--- src/hw/rtl/tamp_pkg.sv ---
// Shared types, codes and constants of the two-axis move planner.
package tamp_pkg;

    localparam int unsigned POS_BITS_DEF = 24;
    localparam int unsigned LIMIT_W      = 23;
    localparam int unsigned RATE_W       = 20;
    localparam int unsigned CFG_W        = 23;
    localparam int unsigned CFG_IDX_W    = 2;
    localparam int unsigned REQ_W        = 2;
    localparam int unsigned STATUS_W     = 2;
    localparam int unsigned KIND_W       = 3;
    localparam int unsigned OUT_USER_W   = STATUS_W + KIND_W;
    // 1 ms duration floor: rate = steps * 1000
    localparam int unsigned RATE_SCALE   = 1000;
    localparam int unsigned SCALE_W      = 10;
    localparam int unsigned DIV_STEPS    = RATE_W;
    localparam int unsigned CNT_W        = $clog2(DIV_STEPS);

    localparam logic [LIMIT_W-1:0] LIMIT_RST = 23'h7F_FFFF;
    localparam logic [RATE_W-1:0]  RATE_RST  = 20'd1000;

    typedef enum logic [REQ_W-1:0] {
        REQ_MOVE  = 2'd0,
        REQ_HOME  = 2'd1,
        REQ_ABORT = 2'd2
    } t_req_type;

    typedef enum logic [STATUS_W-1:0] {
        ST_DONE          = 2'd0,
        ST_AT_TARGET     = 2'd1,
        ST_OUT_OF_BOUNDS = 2'd2
    } t_status;

    typedef enum logic [KIND_W-1:0] {
        CMD_NONE      = 3'd0,
        CMD_MOVE_BOTH = 3'd1,
        CMD_MOVE_X    = 3'd2,
        CMD_MOVE_Y    = 3'd3,
        CMD_HOME      = 3'd4,
        CMD_STOP_ALL  = 3'd5
    } t_cmd_kind;

    typedef enum logic [CFG_IDX_W-1:0] {
        CFG_X_LIMIT  = 2'd0,
        CFG_Y_LIMIT  = 2'd1,
        CFG_MAX_RATE = 2'd2
    } t_cfg_idx;

    // controller to datapath
    typedef struct packed {
        logic capture;
        logic eval;
        logic mag;
        logic mul;
        logic div_step;
        logic emit;
    } t_dp_cmd;

    // datapath to controller
    typedef struct packed {
        logic proceed;
    } t_dp_sts;

endpackage

--- src/hw/rtl/tamp_div.sv ---
// Radix-2 restoring divider producing one quotient bit per cycle while i_step is high.
module tamp_div #(
    parameter int unsigned POS_BITS = tamp_pkg::POS_BITS_DEF
) (
    input  logic                                  i_clk,
    input  logic                                  i_load,
    input  logic                                  i_step,
    input  logic [POS_BITS+tamp_pkg::RATE_W-1:0]  i_num,
    input  logic [POS_BITS-1:0]                   i_den,
    output logic [tamp_pkg::RATE_W-1:0]           o_quot
);

    localparam int unsigned RW = tamp_pkg::RATE_W;

    // quotient fits RW bits, so the partial remainder starts at num >> RW
    logic [POS_BITS-1:0] r_rem;
    logic [RW-1:0]       r_q;
    logic [POS_BITS:0]   w_trial;
    logic [POS_BITS:0]   w_diff;
    logic                w_ge;

    assign w_trial = {r_rem, r_q[RW-1]};
    assign w_diff  = w_trial - {1'b0, i_den};
    assign w_ge    = w_trial >= {1'b0, i_den};
    assign o_quot  = r_q;

    always_ff @(posedge i_clk) begin
        if (i_load) begin
            r_rem <= i_num[POS_BITS+RW-1:RW];
            r_q   <= i_num[RW-1:0];
        end else if (i_step) begin
            r_rem <= w_ge ? w_diff[POS_BITS-1:0] : w_trial[POS_BITS-1:0];
            r_q   <= {r_q[RW-2:0], w_ge};
        end
    end

endmodule

--- src/hw/rtl/tamp_dp.sv ---
// Datapath: limits, tracked position, deltas, rate products and result register.
module tamp_dp #(
    parameter int unsigned POS_BITS = tamp_pkg::POS_BITS_DEF
) (
    input  logic                                i_clk,
    input  logic                                i_rst_n,
    input  tamp_pkg::t_dp_cmd                   i_cmd,
    output tamp_pkg::t_dp_sts                   o_sts,
    input  logic [tamp_pkg::REQ_W-1:0]          i_req,
    input  logic signed [POS_BITS-1:0]          i_dest_x,
    input  logic signed [POS_BITS-1:0]          i_dest_y,
    input  logic                                i_cfg_wr_en,
    input  logic [tamp_pkg::CFG_IDX_W-1:0]      i_cfg_idx,
    input  logic [tamp_pkg::CFG_W-1:0]          i_cfg_wr_data,
    output logic [tamp_pkg::STATUS_W-1:0]       o_status,
    output logic [tamp_pkg::KIND_W-1:0]         o_kind,
    output logic signed [POS_BITS:0]            o_move_dx,
    output logic signed [POS_BITS:0]            o_move_dy,
    output logic [tamp_pkg::RATE_W-1:0]         o_rate_x,
    output logic [tamp_pkg::RATE_W-1:0]         o_rate_y,
    output logic signed [POS_BITS-1:0]          o_now_x,
    output logic signed [POS_BITS-1:0]          o_now_y,
    output logic [POS_BITS-1:0]                 o_travel
);

    localparam int unsigned P  = POS_BITS;
    localparam int unsigned DW = POS_BITS + 1;
    localparam int unsigned LW = tamp_pkg::LIMIT_W;
    localparam int unsigned RW = tamp_pkg::RATE_W;
    localparam int unsigned CW = (POS_BITS > LW) ? POS_BITS : LW;
    localparam int unsigned PW = POS_BITS + RW;
    localparam int unsigned MW = POS_BITS + tamp_pkg::SCALE_W;
    localparam int unsigned FW = (MW > RW) ? MW : RW;

    // configuration and tracked state
    logic [LW-1:0]         r_x_limit;
    logic [LW-1:0]         r_y_limit;
    logic [RW-1:0]         r_max_rate;
    logic signed [P-1:0]   r_track_x, n_track_x;
    logic signed [P-1:0]   r_track_y, n_track_y;
    logic [P-1:0]          r_travel, n_travel;

    // working registers
    tamp_pkg::t_req_type   r_req;
    logic signed [P-1:0]   r_tx, r_ty;
    logic signed [DW-1:0]  r_dx, r_dy;
    logic                  r_oob;
    logic [P-1:0]          r_major, r_minor;
    logic                  r_x_major;
    logic [MW-1:0]         r_major_k, r_minor_k;

    // result register
    tamp_pkg::t_status     r_status, n_status;
    tamp_pkg::t_cmd_kind   r_kind, n_kind;
    logic signed [DW-1:0]  r_o_dx, n_o_dx;
    logic signed [DW-1:0]  r_o_dy, n_o_dy;
    logic [RW-1:0]         r_rate_x, n_rate_x;
    logic [RW-1:0]         r_rate_y, n_rate_y;

    logic signed [P-1:0]   w_tx_neg, w_ty_neg;
    logic [P-1:0]          w_tx_mag, w_ty_mag;
    logic                  w_oob;
    logic signed [DW-1:0]  w_dx, w_dy, w_dx_neg, w_dy_neg;
    logic [P-1:0]          w_ax, w_ay;
    logic                  w_x_major;
    logic                  w_moved;
    logic [PW-1:0]         w_prod;
    logic [MW-1:0]         w_major_k, w_minor_k;
    logic [RW-1:0]         w_quot;
    logic                  w_fast;
    logic [RW-1:0]         w_rate_maj, w_rate_min;

    // bounds check on the absolute target
    assign w_tx_neg = -r_tx;
    assign w_ty_neg = -r_ty;
    assign w_tx_mag = r_tx[P-1] ? $unsigned(w_tx_neg) : $unsigned(r_tx);
    assign w_ty_mag = r_ty[P-1] ? $unsigned(w_ty_neg) : $unsigned(r_ty);
    assign w_oob    = (CW'(w_tx_mag) > CW'(r_x_limit)) || (CW'(w_ty_mag) > CW'(r_y_limit));
    assign w_dx     = DW'(r_tx) - DW'(r_track_x);
    assign w_dy     = DW'(r_ty) - DW'(r_track_y);

    // delta magnitudes and major axis
    assign w_dx_neg  = -r_dx;
    assign w_dy_neg  = -r_dy;
    assign w_ax      = r_dx[DW-1] ? w_dx_neg[P-1:0] : r_dx[P-1:0];
    assign w_ay      = r_dy[DW-1] ? w_dy_neg[P-1:0] : r_dy[P-1:0];
    assign w_x_major = w_ax >= w_ay;
    assign w_moved   = (r_dx != '0) || (r_dy != '0);

    assign o_sts.proceed = (r_req == tamp_pkg::REQ_MOVE) && !r_oob && w_moved;

    // products: minor * max_rate feeds the divider, steps * 1000 the short-move rate
    assign w_prod    = PW'(r_minor) * PW'(r_max_rate);
    assign w_major_k = MW'(r_major) * MW'(tamp_pkg::RATE_SCALE);
    assign w_minor_k = MW'(r_minor) * MW'(tamp_pkg::RATE_SCALE);

    tamp_div #(
        .POS_BITS (POS_BITS)
    ) u_div (
        .i_clk  (i_clk),
        .i_load (i_cmd.mul),
        .i_step (i_cmd.div_step),
        .i_num  (w_prod),
        .i_den  (r_major),
        .o_quot (w_quot)
    );

    // major: lower of max_rate and steps * 1000; minor: minor * that rate / major
    assign w_fast     = FW'(r_major_k) < FW'(r_max_rate);
    assign w_rate_maj = w_fast ? RW'(r_major_k) :
                        ((r_max_rate == '0) ? RW'(1) : r_max_rate);
    assign w_rate_min = (r_minor == '0) ? '0 :
                        w_fast ? RW'(r_minor_k) :
                        ((w_quot == '0) ? RW'(1) : w_quot);

    always_comb begin
        n_status  = tamp_pkg::ST_DONE;
        n_kind    = tamp_pkg::CMD_NONE;
        n_o_dx    = '0;
        n_o_dy    = '0;
        n_rate_x  = '0;
        n_rate_y  = '0;
        n_track_x = r_track_x;
        n_track_y = r_track_y;
        n_travel  = r_travel;
        unique case (r_req)
            tamp_pkg::REQ_MOVE: begin
                if (r_oob) begin
                    n_status = tamp_pkg::ST_OUT_OF_BOUNDS;
                end else if (!w_moved) begin
                    n_status = tamp_pkg::ST_AT_TARGET;
                end else begin
                    if (r_dx != '0 && r_dy != '0) begin
                        n_kind = tamp_pkg::CMD_MOVE_BOTH;
                    end else if (r_dx != '0) begin
                        n_kind = tamp_pkg::CMD_MOVE_X;
                    end else begin
                        n_kind = tamp_pkg::CMD_MOVE_Y;
                    end
                    n_o_dx    = r_dx;
                    n_o_dy    = r_dy;
                    n_rate_x  = r_x_major ? w_rate_maj : w_rate_min;
                    n_rate_y  = r_x_major ? w_rate_min : w_rate_maj;
                    n_track_x = r_tx;
                    n_track_y = r_ty;
                    n_travel  = r_major;
                end
            end
            tamp_pkg::REQ_HOME: begin
                n_kind    = tamp_pkg::CMD_HOME;
                n_track_x = '0;
                n_track_y = '0;
                n_travel  = '0;
            end
            tamp_pkg::REQ_ABORT: begin
                n_kind = tamp_pkg::CMD_STOP_ALL;
            end
            default: begin
            end
        endcase
    end

    always_ff @(posedge i_clk) begin
        if (!i_rst_n) begin
            r_x_limit  <= tamp_pkg::LIMIT_RST;
            r_y_limit  <= tamp_pkg::LIMIT_RST;
            r_max_rate <= tamp_pkg::RATE_RST;
            r_track_x  <= '0;
            r_track_y  <= '0;
            r_travel   <= '0;
        end else begin
            if (i_cfg_wr_en) begin
                unique case (tamp_pkg::t_cfg_idx'(i_cfg_idx))
                    tamp_pkg::CFG_X_LIMIT:  r_x_limit  <= i_cfg_wr_data[LW-1:0];
                    tamp_pkg::CFG_Y_LIMIT:  r_y_limit  <= i_cfg_wr_data[LW-1:0];
                    tamp_pkg::CFG_MAX_RATE: r_max_rate <= i_cfg_wr_data[RW-1:0];
                    default: begin
                    end
                endcase
            end
            if (i_cmd.emit) begin
                r_track_x <= n_track_x;
                r_track_y <= n_track_y;
                r_travel  <= n_travel;
            end
        end
    end

    always_ff @(posedge i_clk) begin
        if (i_cmd.capture) begin
            r_req <= tamp_pkg::t_req_type'(i_req);
            r_tx  <= i_dest_x;
            r_ty  <= i_dest_y;
        end
        if (i_cmd.eval) begin
            r_dx  <= w_dx;
            r_dy  <= w_dy;
            r_oob <= w_oob;
        end
        if (i_cmd.mag) begin
            r_major   <= w_x_major ? w_ax : w_ay;
            r_minor   <= w_x_major ? w_ay : w_ax;
            r_x_major <= w_x_major;
        end
        if (i_cmd.mul) begin
            r_major_k <= w_major_k;
            r_minor_k <= w_minor_k;
        end
        if (i_cmd.emit) begin
            r_status <= n_status;
            r_kind   <= n_kind;
            r_o_dx   <= n_o_dx;
            r_o_dy   <= n_o_dy;
            r_rate_x <= n_rate_x;
            r_rate_y <= n_rate_y;
        end
    end

    assign o_status  = r_status;
    assign o_kind    = r_kind;
    assign o_move_dx = r_o_dx;
    assign o_move_dy = r_o_dy;
    assign o_rate_x  = r_rate_x;
    assign o_rate_y  = r_rate_y;
    assign o_now_x   = r_track_x;
    assign o_now_y   = r_track_y;
    assign o_travel  = r_travel;

endmodule

--- src/hw/rtl/tamp_ctrl.sv ---
// Controller: steps one request through check (moves: product, divide) and owns handshakes.
module tamp_ctrl (
    input  logic              i_clk,
    input  logic              i_rst_n,
    input  logic              i_in_valid,
    output logic              o_in_ready,
    output logic              o_out_valid,
    input  logic              i_out_ready,
    output tamp_pkg::t_dp_cmd o_cmd,
    input  tamp_pkg::t_dp_sts i_sts
);

    localparam int unsigned CW = tamp_pkg::CNT_W;

    typedef enum logic [5:0] {
        S_IDLE = 6'b000001,
        S_EVAL = 6'b000010,
        S_MAG  = 6'b000100,
        S_MUL  = 6'b001000,
        S_DIV  = 6'b010000,
        S_DONE = 6'b100000
    } t_state;

    t_state        r_state, n_state;
    logic [CW-1:0] r_cnt, n_cnt;
    logic          r_out_valid, n_out_valid;
    logic          w_slot_free;

    assign w_slot_free = !r_out_valid || i_out_ready;

    always_comb begin
        n_state     = r_state;
        n_cnt       = r_cnt;
        o_cmd       = '0;
        o_in_ready  = 1'b0;
        n_out_valid = r_out_valid && !i_out_ready;
        unique case (r_state)
            S_IDLE: begin
                o_in_ready = 1'b1;
                if (i_in_valid) begin
                    o_cmd.capture = 1'b1;
                    n_state       = S_EVAL;
                end
            end
            S_EVAL: begin
                o_cmd.eval = 1'b1;
                n_state    = S_MAG;
            end
            S_MAG: begin
                o_cmd.mag = 1'b1;
                n_state   = i_sts.proceed ? S_MUL : S_DONE;
            end
            S_MUL: begin
                o_cmd.mul = 1'b1;
                n_cnt     = '0;
                n_state   = S_DIV;
            end
            S_DIV: begin
                o_cmd.div_step = 1'b1;
                n_cnt          = r_cnt + CW'(1);
                if (r_cnt == CW'(tamp_pkg::DIV_STEPS - 1)) begin
                    n_state = S_DONE;
                end
            end
            S_DONE: begin
                // hold until the result word has somewhere to go
                if (w_slot_free) begin
                    o_cmd.emit  = 1'b1;
                    n_out_valid = 1'b1;
                    n_state     = S_IDLE;
                end
            end
            default: begin
                n_state = S_IDLE;
            end
        endcase
    end

    always_ff @(posedge i_clk) begin
        if (!i_rst_n) begin
            r_state     <= S_IDLE;
            r_cnt       <= '0;
            r_out_valid <= 1'b0;
        end else begin
            r_state     <= n_state;
            r_cnt       <= n_cnt;
            r_out_valid <= n_out_valid;
        end
    end

    assign o_out_valid = r_out_valid;

endmodule

--- src/hw/rtl/two_axis_synchronized_move_planner.sv ---
// Two-axis synchronized move planner: limits check, deltas, per-axis rates, tracked position.
//
// One request is worked on at a time. A move goes from acceptance to its result word
// through capture, limit check and deltas, magnitudes, the rate product, 20 steps of the
// radix-2 divider that gives the minor-axis rate, and the result write. Home, abort, a
// rejected move, a move to the current position and an unused request code skip the
// product and the divider. The result sits in an output register, so the next request
// is taken as soon as the result is written there, even if it has not been read; a later
// result waits until that register is free. Configuration writes take effect on the next
// clock; the user must make them only while no request is in work; the block has no check.
module two_axis_synchronized_move_planner #(
    parameter int unsigned POS_BITS = tamp_pkg::POS_BITS_DEF
) (
    input  logic                                   i_clk,
    input  logic                                   i_rst_n,
    input  logic                                   s_axis_tvalid,
    output logic                                   s_axis_tready,
    // dest_x, dest_y
    input  logic [((2*POS_BITS+7)/8)*8-1:0]        s_axis_tdata,
    // req_type
    input  logic [tamp_pkg::REQ_W-1:0]             s_axis_tuser,
    output logic                                   m_axis_tvalid,
    input  logic                                   m_axis_tready,
    // move_dx, move_dy, rate_x, rate_y, now_x, now_y, travel
    output logic [((5*POS_BITS+42+7)/8)*8-1:0]     m_axis_tdata,
    // status, command_kind
    output logic [tamp_pkg::OUT_USER_W-1:0]        m_axis_tuser,
    input  logic                                   i_cfg_wr_en,
    input  logic [tamp_pkg::CFG_IDX_W-1:0]         i_cfg_idx,
    input  logic [tamp_pkg::CFG_W-1:0]             i_cfg_wr_data
);

    localparam int unsigned P     = POS_BITS;
    localparam int unsigned OUT_W = ((5*POS_BITS+42+7)/8)*8;

    tamp_pkg::t_dp_cmd               w_cmd;
    tamp_pkg::t_dp_sts               w_sts;
    logic [tamp_pkg::STATUS_W-1:0]   w_status;
    logic [tamp_pkg::KIND_W-1:0]     w_kind;
    logic signed [P:0]               w_move_dx, w_move_dy;
    logic [tamp_pkg::RATE_W-1:0]     w_rate_x, w_rate_y;
    logic signed [P-1:0]             w_now_x, w_now_y;
    logic [P-1:0]                    w_travel;

    tamp_ctrl u_ctrl (
        .i_clk       (i_clk),
        .i_rst_n     (i_rst_n),
        .i_in_valid  (s_axis_tvalid),
        .o_in_ready  (s_axis_tready),
        .o_out_valid (m_axis_tvalid),
        .i_out_ready (m_axis_tready),
        .o_cmd       (w_cmd),
        .i_sts       (w_sts)
    );

    tamp_dp #(
        .POS_BITS (POS_BITS)
    ) u_dp (
        .i_clk         (i_clk),
        .i_rst_n       (i_rst_n),
        .i_cmd         (w_cmd),
        .o_sts         (w_sts),
        .i_req         (s_axis_tuser),
        .i_dest_x      (s_axis_tdata[P-1:0]),
        .i_dest_y      (s_axis_tdata[2*P-1:P]),
        .i_cfg_wr_en   (i_cfg_wr_en),
        .i_cfg_idx     (i_cfg_idx),
        .i_cfg_wr_data (i_cfg_wr_data),
        .o_status      (w_status),
        .o_kind        (w_kind),
        .o_move_dx     (w_move_dx),
        .o_move_dy     (w_move_dy),
        .o_rate_x      (w_rate_x),
        .o_rate_y      (w_rate_y),
        .o_now_x       (w_now_x),
        .o_now_y       (w_now_y),
        .o_travel      (w_travel)
    );

    assign m_axis_tdata = OUT_W'({w_travel, w_now_y, w_now_x, w_rate_y, w_rate_x,
                                  w_move_dy, w_move_dx});
    assign m_axis_tuser = {w_kind, w_status};

endmodule

--- config.mk ---
export PLATFORM = sky130hd
export DESIGN_NAME = two_axis_synchronized_move_planner
export DESIGN_NICKNAME = d
export VERILOG_FILES = /design/src/hw/rtl/tamp_pkg.sv /design/src/hw/rtl/tamp_div.sv /design/src/hw/rtl/tamp_dp.sv /design/src/hw/rtl/tamp_ctrl.sv /design/src/hw/rtl/two_axis_synchronized_move_planner.sv
export SDC_FILE = /design/constraint.sdc
export NUM_CORES = 2
export LEC_CHECK = 0
export BUFFER_PORTS_ARGS = -buffer_cell sky130_fd_sc_hd__buf_4
export CAP_MARGIN = 20
export CORE_ASPECT_RATIO = 1.2
export CORE_MARGIN = 1.5
export CORE_UTILIZATION = 69
export DETAILED_ROUTE_END_ITERATION = 6
export PLACE_DENSITY = 0.89
export SYNTH_ARGS = -nofsm -noshare
export SYNTH_HDL_FRONTEND = slang
export SYNTH_SLANG_ARGS = --single-unit
--- constraint.sdc ---
create_clock -name i_clk -period 11.4 [get_ports i_clk]
set_clock_uncertainty 0.1 [all_clocks]
set_input_delay 0.57 -clock i_clk [delete_from_list [all_inputs] [get_ports i_clk]]
set_output_delay 0.57 -clock i_clk [all_outputs]
set_load 0.02 [all_outputs]
After elaboration in Yosys (flattened, before gate mapping) --
Index checks and enable logic that the tools add are counted.
Storage, ports and cells: register bits 487, input bits 80, output and inout bits 175, logic and storage cells 141
Operators by class: add/subtract/negate cells 8, multiply operators 3, magnitude comparators 5, eq/ne operators 16, mux-type cells 51, bitwise operators 2, reductions and logical operators 27
Operators with widths (count):
- 24-bit 2-to-1 mux | 15
- 20-bit 2-to-1 mux | 9
- 24-bit one-hot mux with 2 select lines | 3
- 24-bit negation | 4
- 25-bit nonzero test | 2
- 24-bit by 24-bit subtractor with 25-bit output | 2
- 24-bit by 23-bit > comparator with 1-bit output | 2
- 24-bit by 20-bit multiplier with 44-bit output | 1
- 20-bit logical NOT | 2
- 6-bit one-hot mux with 6 select lines | 1
- 34-bit by 20-bit < comparator with 1-bit output | 1
- 24-bit by 7-bit multiplier with 31-bit output (second input constant) | 1
- 25-bit by 24-bit >= comparator with 1-bit output | 1
- 24-bit >= comparator | 1
- 24-bit logical NOT | 1
- 24-bit by 7-bit multiplier with 17-bit output (second input constant) | 1
- 6-bit 2-to-1 mux | 4
- 24-bit subtractor | 1
- 1-bit 2-to-1 mux | 13
- 5-bit one-hot mux with 2 select lines | 1
- 3-bit 2-to-1 mux | 3
- 3-bit one-hot mux with 3 select lines | 1
- 6-bit by 1-bit == test with 1-bit output (second input constant) | 1
- 6-bit by 2-bit == test with 1-bit output (second input constant) | 1
- 22 further kinds | 40

Depth between registers and ports, before layout --
depth in word-level cells 6, mapped depth 28, depth with buffers taken out 26

Cells and area by module --
A second synthesis with hierarchy kept.
Second synthesis, totals: cell total of the unflattened synthesis 4808, area total of the unflattened synthesis 47619.4 sq um
Modules (own cells, without submodules):
- tamp_dp | times used 1, cells an instance 4392, area each 43384.1 sq um, sequential area each 11561.1 sq um
- tamp_div | times used 1, cells an instance 330, area each 3530.9 sq um, sequential area each 1321.3 sq um
- tamp_ctrl | times used 1, cells an instance 79, area each 655.6 sq um, sequential area each 240.2 sq um
- two_axis_synchronized_move_planner | times used 1, cells an instance 7, area each 48.8 sq um, sequential area each 0.0 sq um

Least setup slack after synthesis --
No wires, ideal clock.
path type reg2reg, from register u_dp.r_minor[9], to register u_dp.u_div.r_rem[19], data pin, setup time 0.256 ns, arrival 7.075 ns, data required time 11.044 ns, path slack 3.969 ns, stages on the path, launching flop included 27, buffers on the path 2, period minus slack after synthesis 7.431 ns, cells stage by stage edfxtp_1 -> clkbuf_1 -> inv_1 -> clkbuf_1 -> nor2_1 -> fa_1 -> inv_1 -> fa_1 -> fa_1 -> inv_1 -> fa_1 -> fa_1 -> fa_1 -> inv_1 -> fa_1 -> inv_1 -> ha_1 -> a211oi_1 -> o21ai_0 -> a21oi_1 -> o21ai_0 -> o21ai_1 -> o21ai_2 -> a31oi_2 -> o21ai_0 -> a2111o_1 -> o211a_1
Between the ends: longest elaborated chain between the ends 2
RTL lines:
- from (decl) | RTL line tamp_dp.sv:48 | logic [P-1:0] r_major, r_minor;
- from (signal assigned) | RTL line tamp_dp.sv:202 | r_minor <= w_x_major ? w_ay : w_ax;
- 24-bit by 20-bit multiplier with 44-bit output | RTL line tamp_dp.sv:93 | assign w_prod = PW'(r_minor) * PW'(r_max_rate);
- 24-bit 2-to-1 mux | RTL line tamp_div.sv:28 | if (i_load) begin
- to (signal assigned) | RTL line tamp_div.sv:29 | r_rem <= i_num[POS_BITS+RW-1:RW];
- to (signal assigned) | RTL line tamp_div.sv:32 | r_rem <= w_ge ? w_diff[POS_BITS-1:0] : w_trial[POS_BITS-1:0];
- to (decl) | RTL line tamp_div.sv:16 | logic [POS_BITS-1:0] r_rem;
Every way passes these cells. A chain may end at the register's enable or synchronous reset.

Final worst setup path --
from register u_dp.r_max_rate[6], to register u_dp.u_div.r_rem[19], data pin
Between the ends: longest elaborated chain between the ends 2
RTL lines:
- from (decl) | RTL line tamp_dp.sv:38 | logic [RW-1:0] r_max_rate;
- from (signal assigned) | RTL line tamp_dp.sv:167 | r_max_rate <= tamp_pkg::RATE_RST;
- from (signal assigned) | RTL line tamp_dp.sv:176 | tamp_pkg::CFG_MAX_RATE: r_max_rate <= i_cfg_wr_data[RW-1:0];
- 24-bit by 20-bit multiplier with 44-bit output | RTL line tamp_dp.sv:93
- 24-bit 2-to-1 mux | RTL line tamp_div.sv:28
Every way passes these cells.

==> impl_metrics.env <==
export IMPL_outcome="complete, but fails checks"
export IMPL_violations="design-rule violations"
export IMPL_ys_seq_area_share_pct=27.7
export IMPL_tns_ps=0
export IMPL_antenna_found_initial=2
export IMPL_hold_violations=0
export IMPL_die_y_um=290
export IMPL_hold_class="in2reg"
export IMPL_initial_core_util_pct=69.5
export IMPL_grt_pass1_vias=39006
export IMPL_worst_setup_path_type="reg2reg"
export IMPL_fmax_mhz=119
export IMPL_crit_chain="inv_1 -> nor2_1 -> fa_1 -> inv_1 -> fa_1 -> fa_1 -> inv_1 -> fa_1 -> fa_1 -> fa_1 -> inv_1 -> fa_1 -> inv_1 -> ha_1 -> a211oi_1 -> o21ai_0 -> a21oi_1 -> o21ai_0 -> o21ai_1 -> o21ai_2 -> a31oi_2 -> o21ai_0 -> a2111o_1 -> o211a_1"
export IMPL_route_vias_total=37998
export IMPL_peakVddDrop_uv=214
export IMPL_fp_dieArea_um2=70300
export IMPL_crit_slowest_cell="dfxtp_1"
export IMPL_maxCapViolCount=0
export IMPL_drt_initial_drc_count=3813
export IMPL_drive_gt1_share_pct=8.54
export IMPL_cts_tree="built"
export IMPL_grt_overflow=0
export IMPL_worst_hold_path_endpoint="u_dp.r_tx[10]"
export IMPL_critPathMaxFanout=16
export IMPL_hp_start="s_axis_tdata[10]"
export IMPL_clock_latency_ps=630
export IMPL_cp_buffers_inverters=5
export IMPL_fin_crit_ps=8420
export IMPL_grt_max_degree=97
export IMPL_fillers=4524
export IMPL_htree_levels=2
export IMPL_die_w_um=242
export IMPL_synth_edff_count=337
export IMPL_rows=105
export IMPL_syn_cell_area_um2=47400
export IMPL_hold_depth=1
export IMPL_area_growth_pct=9.49
export IMPL_routed_wl_um=145000
export IMPL_cp_end_kind="flop"
export IMPL_pin_count=255
export IMPL_clkTransAtPathRegs_ps=60
export IMPL_tightest_slew_ps=1220
export IMPL_grt_pass1_wl_um=221000
export IMPL_drc=8
export IMPL_num_nets_final=6107
export IMPL_cts_made_buffers=51
export IMPL_worst_hold_slack_ps=18.6
export IMPL_crit_top_cell="fa_1"
export IMPL_powerDensity_nw_per_um2=166
export IMPL_total_power_w=0.00862
export IMPL_reg2regPathDepth=24
export IMPL_synthFlopType="edfxtp_1"
export IMPL_regToRegStartpoint="u_dp.r_max_rate[6]"
export IMPL_final_core_util_pct=76.1
export IMPL_synth_seq_cells=487
export IMPL_rsz0062_at_grt="false"
export IMPL_cts_sinks=487
export IMPL_cp_start_kind="flop"
export IMPL_syn_instance_count=4916
export IMPL_drt_first_pass_iters=7
export IMPL_total_leakage_power_nw=24.2
export IMPL_ant_nets=0
export IMPL_layout_commonest_cell="inv_1"
export IMPL_yosys_warnings=0
export IMPL_final_cell_mix="inv_1 (820), fa_1 (524), nand2_1 (456)"
export IMPL_r2r_end="u_dp.u_div.r_rem[19]"
export IMPL_core_um2=68200
export IMPL_yosysTopAreaCell="fa_1"
export IMPL_place_hpwl_um=110000
export IMPL_slew_headroom_pct=18.6
export IMPL_final_period_utilization_pct=73.9
export IMPL_yosys_top_cells_area="fa_1 (22%), edfxtp_1 (21%), ha_1 (11%)"
export IMPL_async_reset_ff_share_pct=0
export IMPL_routabilityCongestion=1.06
export IMPL_critPathArrivalTime_ps=8680
export IMPL_wl_per_cell_um=24.1
export IMPL_setup_violations=0
export IMPL_place_port_buffers=248
export IMPL_grt_total_usage_pct=41.6
export IMPL_slowest_delay_ps=870
export IMPL_cts_setup_buffers=0
export IMPL_cts_buffer_depth=3
export IMPL_yosysTopAreaCellShare_pct=22.1
export IMPL_syn_avg_cell_area_um2=9.64
export IMPL_cts_root_buf="clkbuf_16"
export IMPL_crit_family="adder cells"
export IMPL_required_ps=11660
export IMPL_ys_types=79
export IMPL_slew_viol_final=0
export IMPL_r2r_slack_ps=2980
export IMPL_vias_per_cell=6.30
-- layout make-up --
type / count / area [µm²] / share of cell area [%]
multi-input combinational: 3401 / 30400 / 58.6
sequential: 487 / 13100 / 25.3
inverter: 827 / 3110 / 5.98
timing repair buffer: 305 / 2340 / 4.50
clock buffer: 63 / 1380 / 2.65
tap: 909 / 1140 / 2.19
clock inverter: 32 / 377 / 0.726
antenna: 3 / 7.51 / 0.0145
-- timing repair --
item | in CTS | in global routing
hold buffers | 2 | 0
gates resized for setup | 0 | 0
endpoints found under the hold margin | 2 | 0
-- layer usage --
metal	vias to the layer above	track usage, %	part of all wire [%]
met5	-	0	0.016
met4	4	37.9	11
met3	747	8.42	9.8
met2	2363	67.0	46
met1	18401	46.6	32
li1	16483	-	-
-- flip-flops by register name (all words and copies together) (netlist names), 25 cells and up --
register / count
u_dp.r_major_k: 31
u_dp.r_dx: 25
u_dp.o_move_dx: 25
u_dp.o_move_dy: 25
u_dp.r_dy: 25
-- metrics by stage --
| step | cells | setup slack (ps) | cell area, µm² |
|---|---|---|---|
| floorplan | 4921 | 3970 | 47400 |
| global placement | 5923 | 3270 | 50000 |
| detailed placement | 5923 | 3170 | 50000 |
| CTS | 6020 | 3110 | 51800 |
| global route | 6024 | 2600 | 51900 |
| finish | 6027 | 2980 | 51900 |
-- how the worst max path moves through the flow --
stage | start | end | slack, ps | cells past startpoint
final | u_dp.r_max_rate[6] | u_dp.u_div.r_rem[19] | 2980 | 24
after global routing | u_dp.r_minor[10] | u_dp.u_div.r_rem[19] | 2600 | 24
after CTS | u_dp.r_minor[10] | u_dp.u_div.r_rem[19] | 3110 | 24
after detailed placement | u_dp.r_max_rate[7] | u_dp.u_div.r_rem[19] | 3170 | 24
after global placement | u_dp.r_minor[10] | u_dp.u_div.r_rem[19] | 3270 | 24
after floorplan | u_dp.r_minor[9] | u_dp.u_div.r_rem[19] | 3970 | 26
-- power breakdown --
group          switching [W]  total, W  internal, W
Sequential          0.000196   0.00231      0.00211
Clock               0.000788   0.00178     0.000989
Combinational        0.00283   0.00454      0.00171
-- Yosys cell counts, types with 15 or more instances --
cell	n
inv_1	823
fa_1	524
nand2_1	456
ha_1	430
edfxtp_1	337
nor2_1	283
a21oi_1	237
clkbuf_1	172
and2_1	160
dfxtp_1	150
xnor2_1	147
o21ai_0	137
nor2b_1	108
mux2i_1	90
nor3_1	78
a21o_1	77
xor2_1	74
o211ai_1	65
nor3b_1	47
nand3_1	43
o22ai_1	37
o21a_1	36
a211oi_1	31
nand2b_1	31
nand4_1	28
nor4_1	27
o31ai_1	26
and3_1	22
a21boi_0	20
o21bai_1	18
buf_1	17
or3_1	15
-- worst reg2reg max path: stages, from the launching register on --
cell and delay (ps):
dfxtp_1 870, inv_1 520, nor2_1 270, fa_1 430, inv_1 80, fa_1 430, fa_1 520, inv_1 50
fa_1 480, fa_1 540, fa_1 550, inv_1 100, fa_1 550, inv_1 40, ha_1 360, a211oi_1 240
o21ai_0 150, a21oi_1 220, o21ai_0 120, o21ai_1 290, o21ai_2 140, a31oi_2 330, o21ai_0 240, a2111o_1 420
o211a_1 130
-- cells by family (layout without fill, tap and decap cells) --
kind of cell	after synthesis	after routing	synth area share (%)
XOR/XNOR	221	221	4.08
adder cells (fa/ha/maj)	954	954	33.5
AND/OR/NAND/NOR	1347	1347	13.9
multiplexers	92	92	1.95
buffers and inverters	1033	1227	8.27
flip-flops	487	487	27.7
AO/OA/AOI/OAI	781	781	10.6
other	1	9	0.00791
(Power assumes the default switching activity.)
